<file path="config.mk">
export PLATFORM = sky130hd
export DESIGN_NAME = tns_synthesis_fir
export DESIGN_NICKNAME = d
export VERILOG_FILES = /design/src/design/tsf_pkg.sv /design/src/design/tns_synthesis_fir.sv /design/src/design/tsf_ctrl.sv /design/src/design/tsf_datapath.sv
export SDC_FILE = /design/constraint.sdc
export NUM_CORES = 2
export LEC_CHECK = 0
export CORE_MARGIN = 8
export CORE_UTILIZATION = 65
export CTS_CLUSTER_DIAMETER = 200
export DETAILED_ROUTE_END_ITERATION = 8
export DONT_BUFFER_PORTS = 1
export GPL_TIMING_DRIVEN = 0
export PLACE_DENSITY_LB_ADDON = 0.25
export SLEW_MARGIN = 20
export SYNTH_ARGS = -nofsm -noshare
export SYNTH_HDL_FRONTEND = slang
export SYNTH_SLANG_ARGS = --single-unit
</file>
<file path="constraint.sdc">
create_clock -name clk_i -period 11.2 [get_ports clk_i]
set_input_delay 1.12 -clock clk_i [delete_from_list [all_inputs] [get_ports clk_i]]
set_output_delay 1.12 -clock clk_i [all_outputs]
set_load 0.02 [all_outputs]
</file>
<file path="src/design/tsf_pkg.sv">
// Shared types and constants of the TNS synthesis filter.
// Used by the controller, the datapath and the top level; no dependencies.
package tsf_pkg;

  // Field widths fixed by the item format
  localparam int CMD_W  = 2;
  localparam int IDX_W  = 4;
  localparam int CODE_W = 16;

  // Command codes carried in the input tuser
  localparam logic [CMD_W-1:0] CMD_START  = 2'd0;
  localparam logic [CMD_W-1:0] CMD_LOAD   = 2'd1;
  localparam logic [CMD_W-1:0] CMD_SAMPLE = 2'd2;

  // Dequantizer: |q|/(4.5+|q|) rounded is (4a*2^F + 2a + 9) / (4a + 18)
  localparam int DQ_NUM_BIAS = 9;
  localparam int DQ_DEN_BIAS = 18;
  // Divisor 4a + 18 stays below 2^18 for a 16-bit code
  localparam int DEN_W       = CODE_W + 2;
  // Dividend width is WEIGHT_FRAC_BITS plus this
  localparam int NUM_EXT     = CODE_W + 2;

  // Commands from the controller to the datapath
  typedef struct packed {
    logic capture;
    logic clear_frame;
    logic div_step;
    logic wgt_write;
    logic mac_step;
    logic commit;
  } tsf_cmd_t;

  // Status from the datapath to the controller
  typedef struct packed {
    logic div_last;
    logic mac_last;
    logic out_free;
  } tsf_stat_t;

endpackage

</file>
<file path="src/design/tns_synthesis_fir.sv">
// Sample item: one shared multiply per tap, a flush state to drain the product register,
// then rounding into the output register, which waits while a previous result is stalled.
// A new item is taken only once the previous one is finished and the sequencer is idle.
// Coefficient load: run by the bit-serial divider, then the tap weight is written.
// Frame start and unused commands complete on acceptance, in the idle state.
// Reset (rst_ni low, asynchronous) zeroes all weights and history, empties the output.
module tns_synthesis_fir #(
  parameter int MAX_ORDER        = 12,
  parameter int SAMPLE_BITS      = 32,
  parameter int WEIGHT_FRAC_BITS = 22,
  localparam int IN_DATA_W  =
    ((tsf_pkg::IDX_W + tsf_pkg::CODE_W + SAMPLE_BITS + 7) / 8) * 8,
  localparam int OUT_DATA_W = ((SAMPLE_BITS + 7) / 8) * 8
) (
  input  logic                          clk_i,
  input  logic                          rst_ni,
  input  logic                          s_axis_tvalid_i,
  output logic                          s_axis_tready_o,
  // coef_index, coef_code, sample_in, zero padding (lowest bit up)
  input  logic [IN_DATA_W-1:0]          s_axis_tdata_i,
  // command
  input  logic [tsf_pkg::CMD_W-1:0]     s_axis_tuser_i,
  output logic                          m_axis_tvalid_o,
  input  logic                          m_axis_tready_i,
  // sample_out, zero padding (lowest bit up)
  output logic [OUT_DATA_W-1:0]         m_axis_tdata_o,
  // saturated
  output logic [0:0]                    m_axis_tuser_o
);

  localparam int IDX_W  = tsf_pkg::IDX_W;
  localparam int CODE_W = tsf_pkg::CODE_W;

  tsf_pkg::tsf_cmd_t  ctrl;
  tsf_pkg::tsf_stat_t stat;

  logic signed [SAMPLE_BITS-1:0] sample_out;
  logic                          saturated;

  tsf_ctrl u_ctrl (
    .clk_i      (clk_i),
    .rst_ni     (rst_ni),
    .in_valid_i (s_axis_tvalid_i),
    .in_ready_o (s_axis_tready_o),
    .in_cmd_i   (s_axis_tuser_i),
    .stat_i     (stat),
    .ctrl_o     (ctrl)
  );

  tsf_datapath #(
    .MAX_ORDER        (MAX_ORDER),
    .SAMPLE_BITS      (SAMPLE_BITS),
    .WEIGHT_FRAC_BITS (WEIGHT_FRAC_BITS)
  ) u_datapath (
    .clk_i        (clk_i),
    .rst_ni       (rst_ni),
    .ctrl_i       (ctrl),
    .stat_o       (stat),
    .coef_index_i (s_axis_tdata_i[IDX_W-1:0]),
    .coef_code_i  (s_axis_tdata_i[IDX_W+CODE_W-1:IDX_W]),
    .sample_in_i  (s_axis_tdata_i[IDX_W+CODE_W+SAMPLE_BITS-1:IDX_W+CODE_W]),
    .sample_out_o (sample_out),
    .saturated_o  (saturated),
    .out_valid_o  (m_axis_tvalid_o),
    .out_ready_i  (m_axis_tready_i)
  );

  // Pack the result, zero fill up to whole bytes
  assign m_axis_tdata_o = OUT_DATA_W'(unsigned'(sample_out));
  assign m_axis_tuser_o = saturated;

endmodule

</file>
<file path="src/design/tsf_ctrl.sv">
// Sequencer of the TNS synthesis filter: takes items and steps the datapath.
// Depends on tsf_pkg for the command codes and the command/status structs.
module tsf_ctrl (
  input  logic                          clk_i,
  input  logic                          rst_ni,
  input  logic                          in_valid_i,
  output logic                          in_ready_o,
  input  logic [tsf_pkg::CMD_W-1:0]     in_cmd_i,
  input  tsf_pkg::tsf_stat_t            stat_i,
  output tsf_pkg::tsf_cmd_t             ctrl_o
);

  localparam logic [2:0] ST_IDLE  = 3'd0;
  localparam logic [2:0] ST_DIV   = 3'd1;
  localparam logic [2:0] ST_WRITE = 3'd2;
  localparam logic [2:0] ST_MAC   = 3'd3;
  localparam logic [2:0] ST_FLUSH = 3'd4;
  localparam logic [2:0] ST_EMIT  = 3'd5;

  logic [2:0] state_q, state_d;

  // Next state and datapath commands
  always_comb begin
    state_d    = state_q;
    in_ready_o = 1'b0;
    ctrl_o     = '0;
    unique case (state_q)
      ST_IDLE: begin
        in_ready_o = 1'b1;
        if (in_valid_i) begin
          ctrl_o.capture = 1'b1;
          unique case (in_cmd_i)
            tsf_pkg::CMD_START:  ctrl_o.clear_frame = 1'b1;
            tsf_pkg::CMD_LOAD:   state_d = ST_DIV;
            tsf_pkg::CMD_SAMPLE: state_d = ST_MAC;
            default:             state_d = ST_IDLE;
          endcase
        end
      end
      ST_DIV: begin
        ctrl_o.div_step = 1'b1;
        if (stat_i.div_last) state_d = ST_WRITE;
      end
      ST_WRITE: begin
        ctrl_o.wgt_write = 1'b1;
        state_d = ST_IDLE;
      end
      ST_MAC: begin
        ctrl_o.mac_step = 1'b1;
        if (stat_i.mac_last) state_d = ST_FLUSH;
      end
      // let the last product reach the accumulator
      ST_FLUSH: state_d = ST_EMIT;
      ST_EMIT: begin
        if (stat_i.out_free) begin
          ctrl_o.commit = 1'b1;
          state_d = ST_IDLE;
        end
      end
      default: state_d = ST_IDLE;
    endcase
  end

  always_ff @(posedge clk_i or negedge rst_ni) begin
    if (!rst_ni) begin
      state_q <= ST_IDLE;
    end else begin
      state_q <= state_d;
    end
  end

endmodule

</file>
<file path="src/design/tsf_datapath.sv">
// Datapath of the TNS synthesis filter: dequantizing divider, tap store,
// sample history, shared multiply-accumulate and the output register.
// Depends on tsf_pkg; driven by tsf_ctrl through tsf_cmd_t.
module tsf_datapath #(
  parameter int MAX_ORDER        = 12,
  parameter int SAMPLE_BITS      = 32,
  parameter int WEIGHT_FRAC_BITS = 22
) (
  input  logic                                  clk_i,
  input  logic                                  rst_ni,
  input  tsf_pkg::tsf_cmd_t                     ctrl_i,
  output tsf_pkg::tsf_stat_t                    stat_o,
  input  logic [tsf_pkg::IDX_W-1:0]             coef_index_i,
  input  logic signed [tsf_pkg::CODE_W-1:0]     coef_code_i,
  input  logic signed [SAMPLE_BITS-1:0]         sample_in_i,
  output logic signed [SAMPLE_BITS-1:0]         sample_out_o,
  output logic                                  saturated_o,
  output logic                                  out_valid_o,
  input  logic                                  out_ready_i
);

  localparam int F       = WEIGHT_FRAC_BITS;
  localparam int WGT_W   = F + 2;
  localparam int PROD_W  = SAMPLE_BITS + WGT_W;
  localparam int ACC_W   = PROD_W + $clog2(MAX_ORDER + 1);
  localparam int Y_W     = ACC_W - F;
  localparam int QUO_W   = F + 1;
  localparam int NUM_W   = F + tsf_pkg::NUM_EXT;
  localparam int DEN_W   = tsf_pkg::DEN_W;
  localparam int DCNT_W  = $clog2(QUO_W);
  localparam int TAP_W   = (MAX_ORDER > 1) ? $clog2(MAX_ORDER) : 1;
  localparam int CODE_W  = tsf_pkg::CODE_W;

  // Captured item fields
  logic [tsf_pkg::IDX_W-1:0]     idx_q;
  logic                          neg_q;
  logic signed [SAMPLE_BITS-1:0] x_q;

  // Divider registers
  logic [DEN_W-1:0]  rem_q, rem_d;
  logic [DEN_W-1:0]  den_q;
  logic [QUO_W-1:0]  num_lo_q;
  logic [QUO_W-1:0]  quo_q, quo_d;
  logic [DCNT_W-1:0] dcnt_q;

  // Filter state and accumulator
  logic signed [WGT_W-1:0]       wgt_q  [MAX_ORDER];
  logic signed [SAMPLE_BITS-1:0] hist_q [MAX_ORDER];
  logic [TAP_W-1:0]              tap_q;
  logic signed [PROD_W-1:0]      prod_q, prod_d;
  logic                          prod_vld_q;
  logic signed [ACC_W-1:0]       acc_q, acc_init, rnd;

  // Output register
  logic signed [SAMPLE_BITS-1:0] out_data_q, y_sat;
  logic                          out_sat_q, y_clip, out_vld_q;

  logic [CODE_W-1:0]       mag_in;
  logic [NUM_W-1:0]        num_in;
  logic [DEN_W-1:0]        den_in;
  logic [DEN_W:0]          rem_sh;
  logic                    fits;
  logic [WGT_W-1:0]        wmag;
  logic signed [WGT_W-1:0] wval;
  logic [Y_W-1:0]          y_full;
  logic [Y_W-SAMPLE_BITS:0] y_top;

  // Set up the division for the incoming code
  always_comb begin
    mag_in = coef_code_i[CODE_W-1] ? CODE_W'(-coef_code_i) : CODE_W'(coef_code_i);
    num_in = (NUM_W'(mag_in) << (F + 2)) + NUM_W'({mag_in, 1'b0})
           + NUM_W'(tsf_pkg::DQ_NUM_BIAS);
    den_in = DEN_W'({mag_in, 2'b00}) + DEN_W'(tsf_pkg::DQ_DEN_BIAS);
  end

  // One restoring division step: one quotient bit per cycle
  always_comb begin
    rem_sh = {rem_q, num_lo_q[QUO_W-1]};
    fits   = (rem_sh >= {1'b0, den_q});
    rem_d  = fits ? DEN_W'(rem_sh - {1'b0, den_q}) : rem_sh[DEN_W-1:0];
    quo_d  = {quo_q[QUO_W-2:0], fits};
    wmag   = {1'b0, quo_q};
    wval   = neg_q ? -wmag : wmag;
  end

  // Shared multiplier on the selected tap
  always_comb begin
    prod_d   = PROD_W'(wgt_q[tap_q]) * PROD_W'(hist_q[tap_q]);
    acc_init = ACC_W'(sample_in_i) <<< F;
  end

  // Round to nearest, ties up, then clip to the sample range
  always_comb begin
    rnd    = acc_q + (ACC_W'(1) << (F - 1));
    y_full = rnd[ACC_W-1:F];
    y_top  = y_full[Y_W-1:SAMPLE_BITS-1];
    y_clip = !((&y_top) || !(|y_top));
    y_sat  = y_clip ? {y_full[Y_W-1], {(SAMPLE_BITS-1){~y_full[Y_W-1]}}}
                    : y_full[SAMPLE_BITS-1:0];
  end

  // Capture the item and run the divider
  always_ff @(posedge clk_i) begin
    if (ctrl_i.capture) begin
      idx_q    <= coef_index_i;
      neg_q    <= coef_code_i[CODE_W-1];
      x_q      <= sample_in_i;
      rem_q    <= DEN_W'(num_in[NUM_W-1:QUO_W]);
      num_lo_q <= num_in[QUO_W-1:0];
      den_q    <= den_in;
      quo_q    <= '0;
      dcnt_q   <= '0;
    end else if (ctrl_i.div_step) begin
      rem_q    <= rem_d;
      num_lo_q <= num_lo_q << 1;
      quo_q    <= quo_d;
      dcnt_q   <= dcnt_q + DCNT_W'(1);
    end
  end

  // Step the taps and subtract the products from the accumulator
  always_ff @(posedge clk_i) begin
    prod_q <= prod_d;
    if (ctrl_i.capture) begin
      tap_q <= '0;
      acc_q <= acc_init;
    end else begin
      if (ctrl_i.mac_step) tap_q <= tap_q + TAP_W'(1);
      if (prod_vld_q) acc_q <= acc_q - ACC_W'(prod_q);
    end
  end

  // Tap weights and sample history; frame start clears both
  always_ff @(posedge clk_i or negedge rst_ni) begin
    if (!rst_ni) begin
      for (int t = 0; t < MAX_ORDER; t++) begin
        wgt_q[t]  <= '0;
        hist_q[t] <= '0;
      end
    end else if (ctrl_i.clear_frame) begin
      for (int t = 0; t < MAX_ORDER; t++) begin
        wgt_q[t]  <= '0;
        hist_q[t] <= '0;
      end
    end else begin
      for (int t = 0; t < MAX_ORDER; t++) begin
        if (ctrl_i.wgt_write && (int'(idx_q) == t)) wgt_q[t] <= wval;
      end
      if (ctrl_i.commit) begin
        hist_q[0] <= x_q;
        for (int t = 1; t < MAX_ORDER; t++) hist_q[t] <= hist_q[t-1];
      end
    end
  end

  // Output payload
  always_ff @(posedge clk_i) begin
    if (ctrl_i.commit) begin
      out_data_q <= y_sat;
      out_sat_q  <= y_clip;
    end
  end

  // Control flags
  always_ff @(posedge clk_i or negedge rst_ni) begin
    if (!rst_ni) begin
      prod_vld_q <= 1'b0;
      out_vld_q  <= 1'b0;
    end else begin
      prod_vld_q <= ctrl_i.mac_step;
      if (ctrl_i.commit) begin
        out_vld_q <= 1'b1;
      end else if (out_ready_i) begin
        out_vld_q <= 1'b0;
      end
    end
  end

  assign stat_o.div_last = (dcnt_q == DCNT_W'(QUO_W - 1));
  assign stat_o.mac_last = (tap_q == TAP_W'(MAX_ORDER - 1));
  assign stat_o.out_free = !out_vld_q || out_ready_i;

  assign sample_out_o = out_data_q;
  assign saturated_o  = out_sat_q;
  assign out_valid_o  = out_vld_q;

endmodule

</file>
======== Yosys cells after proc, flatten, opt, wreduce, memory -nomap -nowiden ========
Index checks and enable logic that the tools add are counted.
storage, ports and cells
  flip-flop bits (word level) ............. 954
  word-level logic and storage cells ...... 169
operators by class
  add/subtract/negate cells ............... 10
  $mul .................................... 1
  magnitude comparators ................... 2
  eq/ne operators ......................... 25
  mux-type cells .......................... 48
  bitwise gates (word level) .............. 2
  reductions and logical operators ........ 39
operators with widths
  cell                      number
  $mux W384                 2
  $mux W24                  15
  $mux W288                 1
  $bmux W32 S4              1
  $mux W60                  2
  $bmux W24 S4              1
  $mux W32                  3
  $add A60 B23 Y60 const B  1
  $sub A60 B56 Y60          1
  $mul A24 B32 Y56          1
  $mux W23                  2
  $add A40 B17 Y40          1
  $add A40 B4 Y40 const B   1
  $eq A4 B4 Y1 const B      9
  $mux W17                  2
  $reduce_bool A2 Y1        16
  $neg A23 Y24              1
  $ge A19 B18 Y1            1
  $add A18 B5 Y18 const B   1
  $mux W18                  1
  $sub A18 B18 Y18          1
  $mux W16                  1
  $neg A16 Y16              1
  $pmux W3 S5               1
  27 further kinds          60

======== Longest topological paths before layout ========
  depth after elaboration ................. 6
  depth in mapped cells ................... 36

======== Cells and area by module ========
Synthesis repeated with hierarchy kept, for this count alone.
second synthesis, totals
  cells, all modules ...................... 7283
  area, all modules ....................... 73266.5 um2
by module, submodules not included
  module        instances  cells an instance  area each (um2)  sequential area each (um2)
  tsf_datapath  1          7254               73003.8          24013.0
  tsf_ctrl      1          29                 262.8            75.1

======== Worst setup path after synthesis ========
No wires, ideal clock.
  path type ............................... reg2reg
  start ................................... register u_datapath.tap_q[0]
  end ..................................... register u_datapath.prod_q[54]
  library setup time ...................... 0.118 ns
  arrival time ............................ 8.759 ns
  required time ........................... 11.082 ns
  setup slack ............................. 2.323 ns
  cell stages (with the launch flop) ...... 35
  cell sequence ........................... dfxtp_1 > clkbuf_1 > buf_2 > buf_2 > clkbuf_1 > buf_1 > nor2_1 > a21oi_1 > o22a_1 > clkbuf_1 > nor2_1 > fa_1 > inv_1 > fa_1 > inv_1 > fa_1 > inv_1 > fa_1 > inv_1 > fa_1 > fa_1 > inv_1 > fa_1 > inv_1 > ha_1 > a21oi_1 > o21ai_0 > a211oi_1 > nand2_1 > o21ai_1 > a41oi_1 > a211oi_1 > o31ai_1 > o41a_1 > xor2_1
on the way
  longest elaborated chain between the ends .. 5
RTL lines
  what                                                                             RTL line             source
  start: declaration                                                               tsf_datapath.sv:49   logic [TAP_W-1:0] tap_q;
  start signal: assignment                                                         tsf_datapath.sv:128  if (ctrl_i.mac_step) tap_q <= tap_q + TAP_W'(1);
  $not A4 Y5 (not written as such) (*)                                             tsf_datapath.sv:88   prod_d = PROD_W'(wgt_q[tap_q]) * PROD_W'(hist_q[tap_q]);
  $bmux W24 S4 / $bmux W32 S4 (equally long branches)                              tsf_datapath.sv:88
  $mux W24 (not written as such) / $mux W32 (equally long branches) (2 in series)  tsf_datapath.sv:88
  $mul A24 B32 Y56 (*)                                                             tsf_datapath.sv:88
  net u_datapath.prod_d[54]                                                        tsf_datapath.sv:50   logic signed [PROD_W-1:0] prod_q, prod_d;
  end signal: assignment                                                           tsf_datapath.sv:123  prod_q <= prod_d;
  end: declaration                                                                 tsf_datapath.sv:50
Mark *: on every way through the listed nets, which the timed path passes. The rest lies on a longest branch. The select of a mux whose other input is x is not followed.
A chain may end at the register's enable or synchronous reset.

======== Worst setup path in the final report ========
Ends and elaborated chain as after synthesis.

==> impl_metrics.yaml <==
critical_path:
  reg2reg_depth: 27
  cp.required_ns: 11.78
  critPathMaxFanout: 10
  end_kind: "flip-flop"
  r2r-start: "u_datapath.tap_q[0]"
  rrSetupSlack_ns: 0.19
  startpoint_type: "flip-flop"
  reg2reg_to: "u_datapath.prod_q[54]"
  critPathKind: "flip-flop to flip-flop"
  worstPathArrival_ns: 11.59
timing:
  min_period_over_period: 0.983
  clock_skew_ns: 0.0524
  rsz0062_at_grt: "false"
  relSlewSlack: -0.468
  fmax_ghz: 0.0908
  period_minus_slack_ns: 11.01
  finalSetupViolations: 0
  worst_pin_slew_ns: 2.20
  slew_violations: 315
  hold_violations: 0
  worst_slack_ns: 0.189
cts:
  ctsRootBufferMaster: "clkbuf_16"
  insertion_delay_ns: 0.71
  numCtsBuffers: 97
  cts_tree: "done"
  cts.path.max_buffers: 3
  postCtsSetupBuffers: 0
  cts_max_level: 3
  path_clk_slew_ns: 0.06
  clock_sinks: 952
yosys:
  synthCells: 7743
  synth-warning-count: 0
  synth_top_area_frac: 0.234
  yosys.area.top_type: "dfrtp_1"
  synthTopCellsByArea: "dfrtp_1 (23%), fa_1 (22%), nand2_1 (8.4%)"
  synth_seq_area_share: 0.332
  avgSynthCellArea_um2: 9.36
  synth_edf_count: 164
  syn_area_um2: 72500
  synth_nets: 8824
  yosys-top-cells-count: "nand2_1 (1622), inv_1 (899), fa_1 (785)"
  yosysMostFrequentCell: "nand2_1"
  ys_ff_latch: 952
  ys_async_sr_fraction: 0.711
  ys_types: 83
  synth_flop_cell: "dfrtp_1"
floorplan:
  dieArea_um2: 122000
  num_rows: 122
  core-area_um2: 111000
  io_pins: 97
  die_h_um: 350
  fp.dieW_um: 350
  start_util: 0.655
final_layout:
  regArea_um2: 24100
  multi_input_area_um2: 43400
  area_growth_pct: 7.89
  fillers: 8528
  drive_above_1_share: 0.0647
  fin_area_um2: 78200
  nets: 8930
run:
  cap_violations: 0
drt:
  remaining_drc_errors: 0
  num_vias: 59560
  dr.pass1.iters: 6
  viasPerCell: 6.32
  wl_mm: 252
  wl_per_cell_um: 26.7
  drt_iter0_markers: 7343
  ant_nets: 0
placement:
  hpwl_mm: 194
  port-buffer-count: 0
  place.gp.congestion: 1.04
  pre_cts_slack_ns: -1.06
  place_area_um2: 74600
pwr:
  ir_drop_mv: 0.235
  leakage_nw: 34.8
  powerDensity_nw_per_um2: 283
global_routing:
  antenna_found_initial: 8
  grt_max_degree: 678
  grt_overflow_total: 0
  track_usage: 0.410
  grt_pass1_vias: 59926
  grt_pass1_wl_mm: 372
outcome:
  status: "finished, violations left"
  violations: "slew limit"
worst_hold_path:
  hp-class: "primary input to async pin"
==> stage by stage <==
step / TNS (ns) / utilization / power, mW / hold WS (ns) / instances
2_1_floorplan: 0 / - / 13.6 / 0.445 / 7743
3_3_place_gp: -12.92 / 0.672 / 18.1 / 0.456 / 9231
3_5_place_dp: -5.66 / 0.674 / 18.4 / 0.465 / 9241
4_1_cts: 0 / 0.705 / 21.8 / 0.110 / 9418
5_1_grt: 0 / 0.706 / 23.4 / 0.101 / 9417
6_report: 0 / 0.706 / 22.1 / 0.115 / 9422
==> worst max-delay path: stages, from the launching register on <==
cell	delay [ns]
dfxtp_1	0.34
clkbuf_2	0.33
buf_2	0.62
mux4_2	0.39
mux2i_1	0.10
o2bb2ai_1	0.93
clkbuf_1	1.01
nand2_1	0.21
fa_1	0.63
fa_1	0.45
fa_1	0.51
fa_1	0.56
inv_1	0.06
fa_1	0.60
fa_1	0.45
fa_1	0.75
ha_1	0.32
clkbuf_1	0.20
a21oi_1	0.36
nand2_1	0.08
a31oi_1	0.16
o21ai_0	0.13
o21ai_2	0.18
a41oi_1	0.31
a211oi_2	0.48
o31ai_1	0.18
o41a_1	0.35
xor2_1	0.15
==> layout make-up <==
cell class / count / share of cell area
timing repair buffer: 10 / 0.00206
tap: 1488 / 0.0238
sequential: 952 / 0.308
clock buffer: 146 / 0.0370
inverter: 906 / 0.0435
buffer: 478 / 0.0252
antenna: 5 / 0.000160
clock inverter: 33 / 0.00482
multi-input combinational: 5404 / 0.555
==> cell families after synthesis <==
kind of cell | Yosys count | synth area share
and+or+nand+nor | 2582 | 0.146
buffers and inverters | 1387 | 0.0723
AOI/OAI and AO/OA | 1311 | 0.102
adders and majority gates | 1019 | 0.257
DFF | 952 | 0.332
muxes | 280 | 0.0637
xor gates and xnor gates | 212 | 0.0256
==> placed cells by master, fill, tap and decap left out, types with 64 or more instances in the layout <==
cell,instances
clkbuf_1,375
fa_1,785
o21ai_0,372
nand2b_1,64
clkbuf_16,99
mux4_2,141
dfxtp_1,111
inv_1,899
xor2_1,83
dfrtp_1,677
nand2_1,1620
mux2i_1,100
xnor2_1,129
a21oi_1,592
edfxtp_1,164
ha_1,234
nor2_1,544
nand3_1,124
clkbuf_2,69
==> repair_timing <==
item / CTS / global route
setup endpoints to repair: 18 / 17
hold buffers: 0 / 0
gates resized for setup: 68 / 55
==> power breakdown <==
part           internal, mW  switching [mW]
clock                  1.91            1.43
sequential             4.50           0.566
combinational          4.62            9.12
==> per-layer routing <==
metal  vias to the layer above  GRT usage  share of wire
met4                         6      0.312          0.098
met1                     29600      0.493           0.34
met5                         -          0        0.00012
met3                      1052      0.110           0.11
li1                      25229          -              -
met2                      3673      0.632           0.45
==> worst max-delay path by stage <==
stage	slack, ns	start	depth (start not counted)	end
2_1_floorplan	2.32	u_datapath.tap_q[0]	34	u_datapath.prod_q[54]
3_3_place_gp	-1.39	u_datapath.tap_q[1]	31	u_datapath.prod_q[54]
3_5_place_dp	-1.06	u_datapath.tap_q[0]	33	u_datapath.prod_q[54]
4_1_cts	0.02	u_datapath.tap_q[0]	31	u_datapath.prod_q[54]
5_1_grt	0.002	u_datapath.tap_q[0]	30	u_datapath.prod_q[54]
6_report	0.19	u_datapath.tap_q[0]	27	u_datapath.prod_q[54]
==> registers in the layout, summed over array words and instances (netlist names), 4 cells and up <==
name                     count
u_datapath.quo_q            23
u_datapath.dcnt_q            5
u_datapath.wgt_q           288
u_datapath.rem_q            18
u_datapath.den_q            16
u_datapath.sample_out_o     32
u_datapath.x_q              32
u_datapath.prod_q           56
u_datapath.acc_q            60
u_datapath.hist_q          384
u_datapath.idx_q             4
u_datapath.tap_q             4
u_datapath.num_lo_q         23
Power figures use the tool's default switching activity.
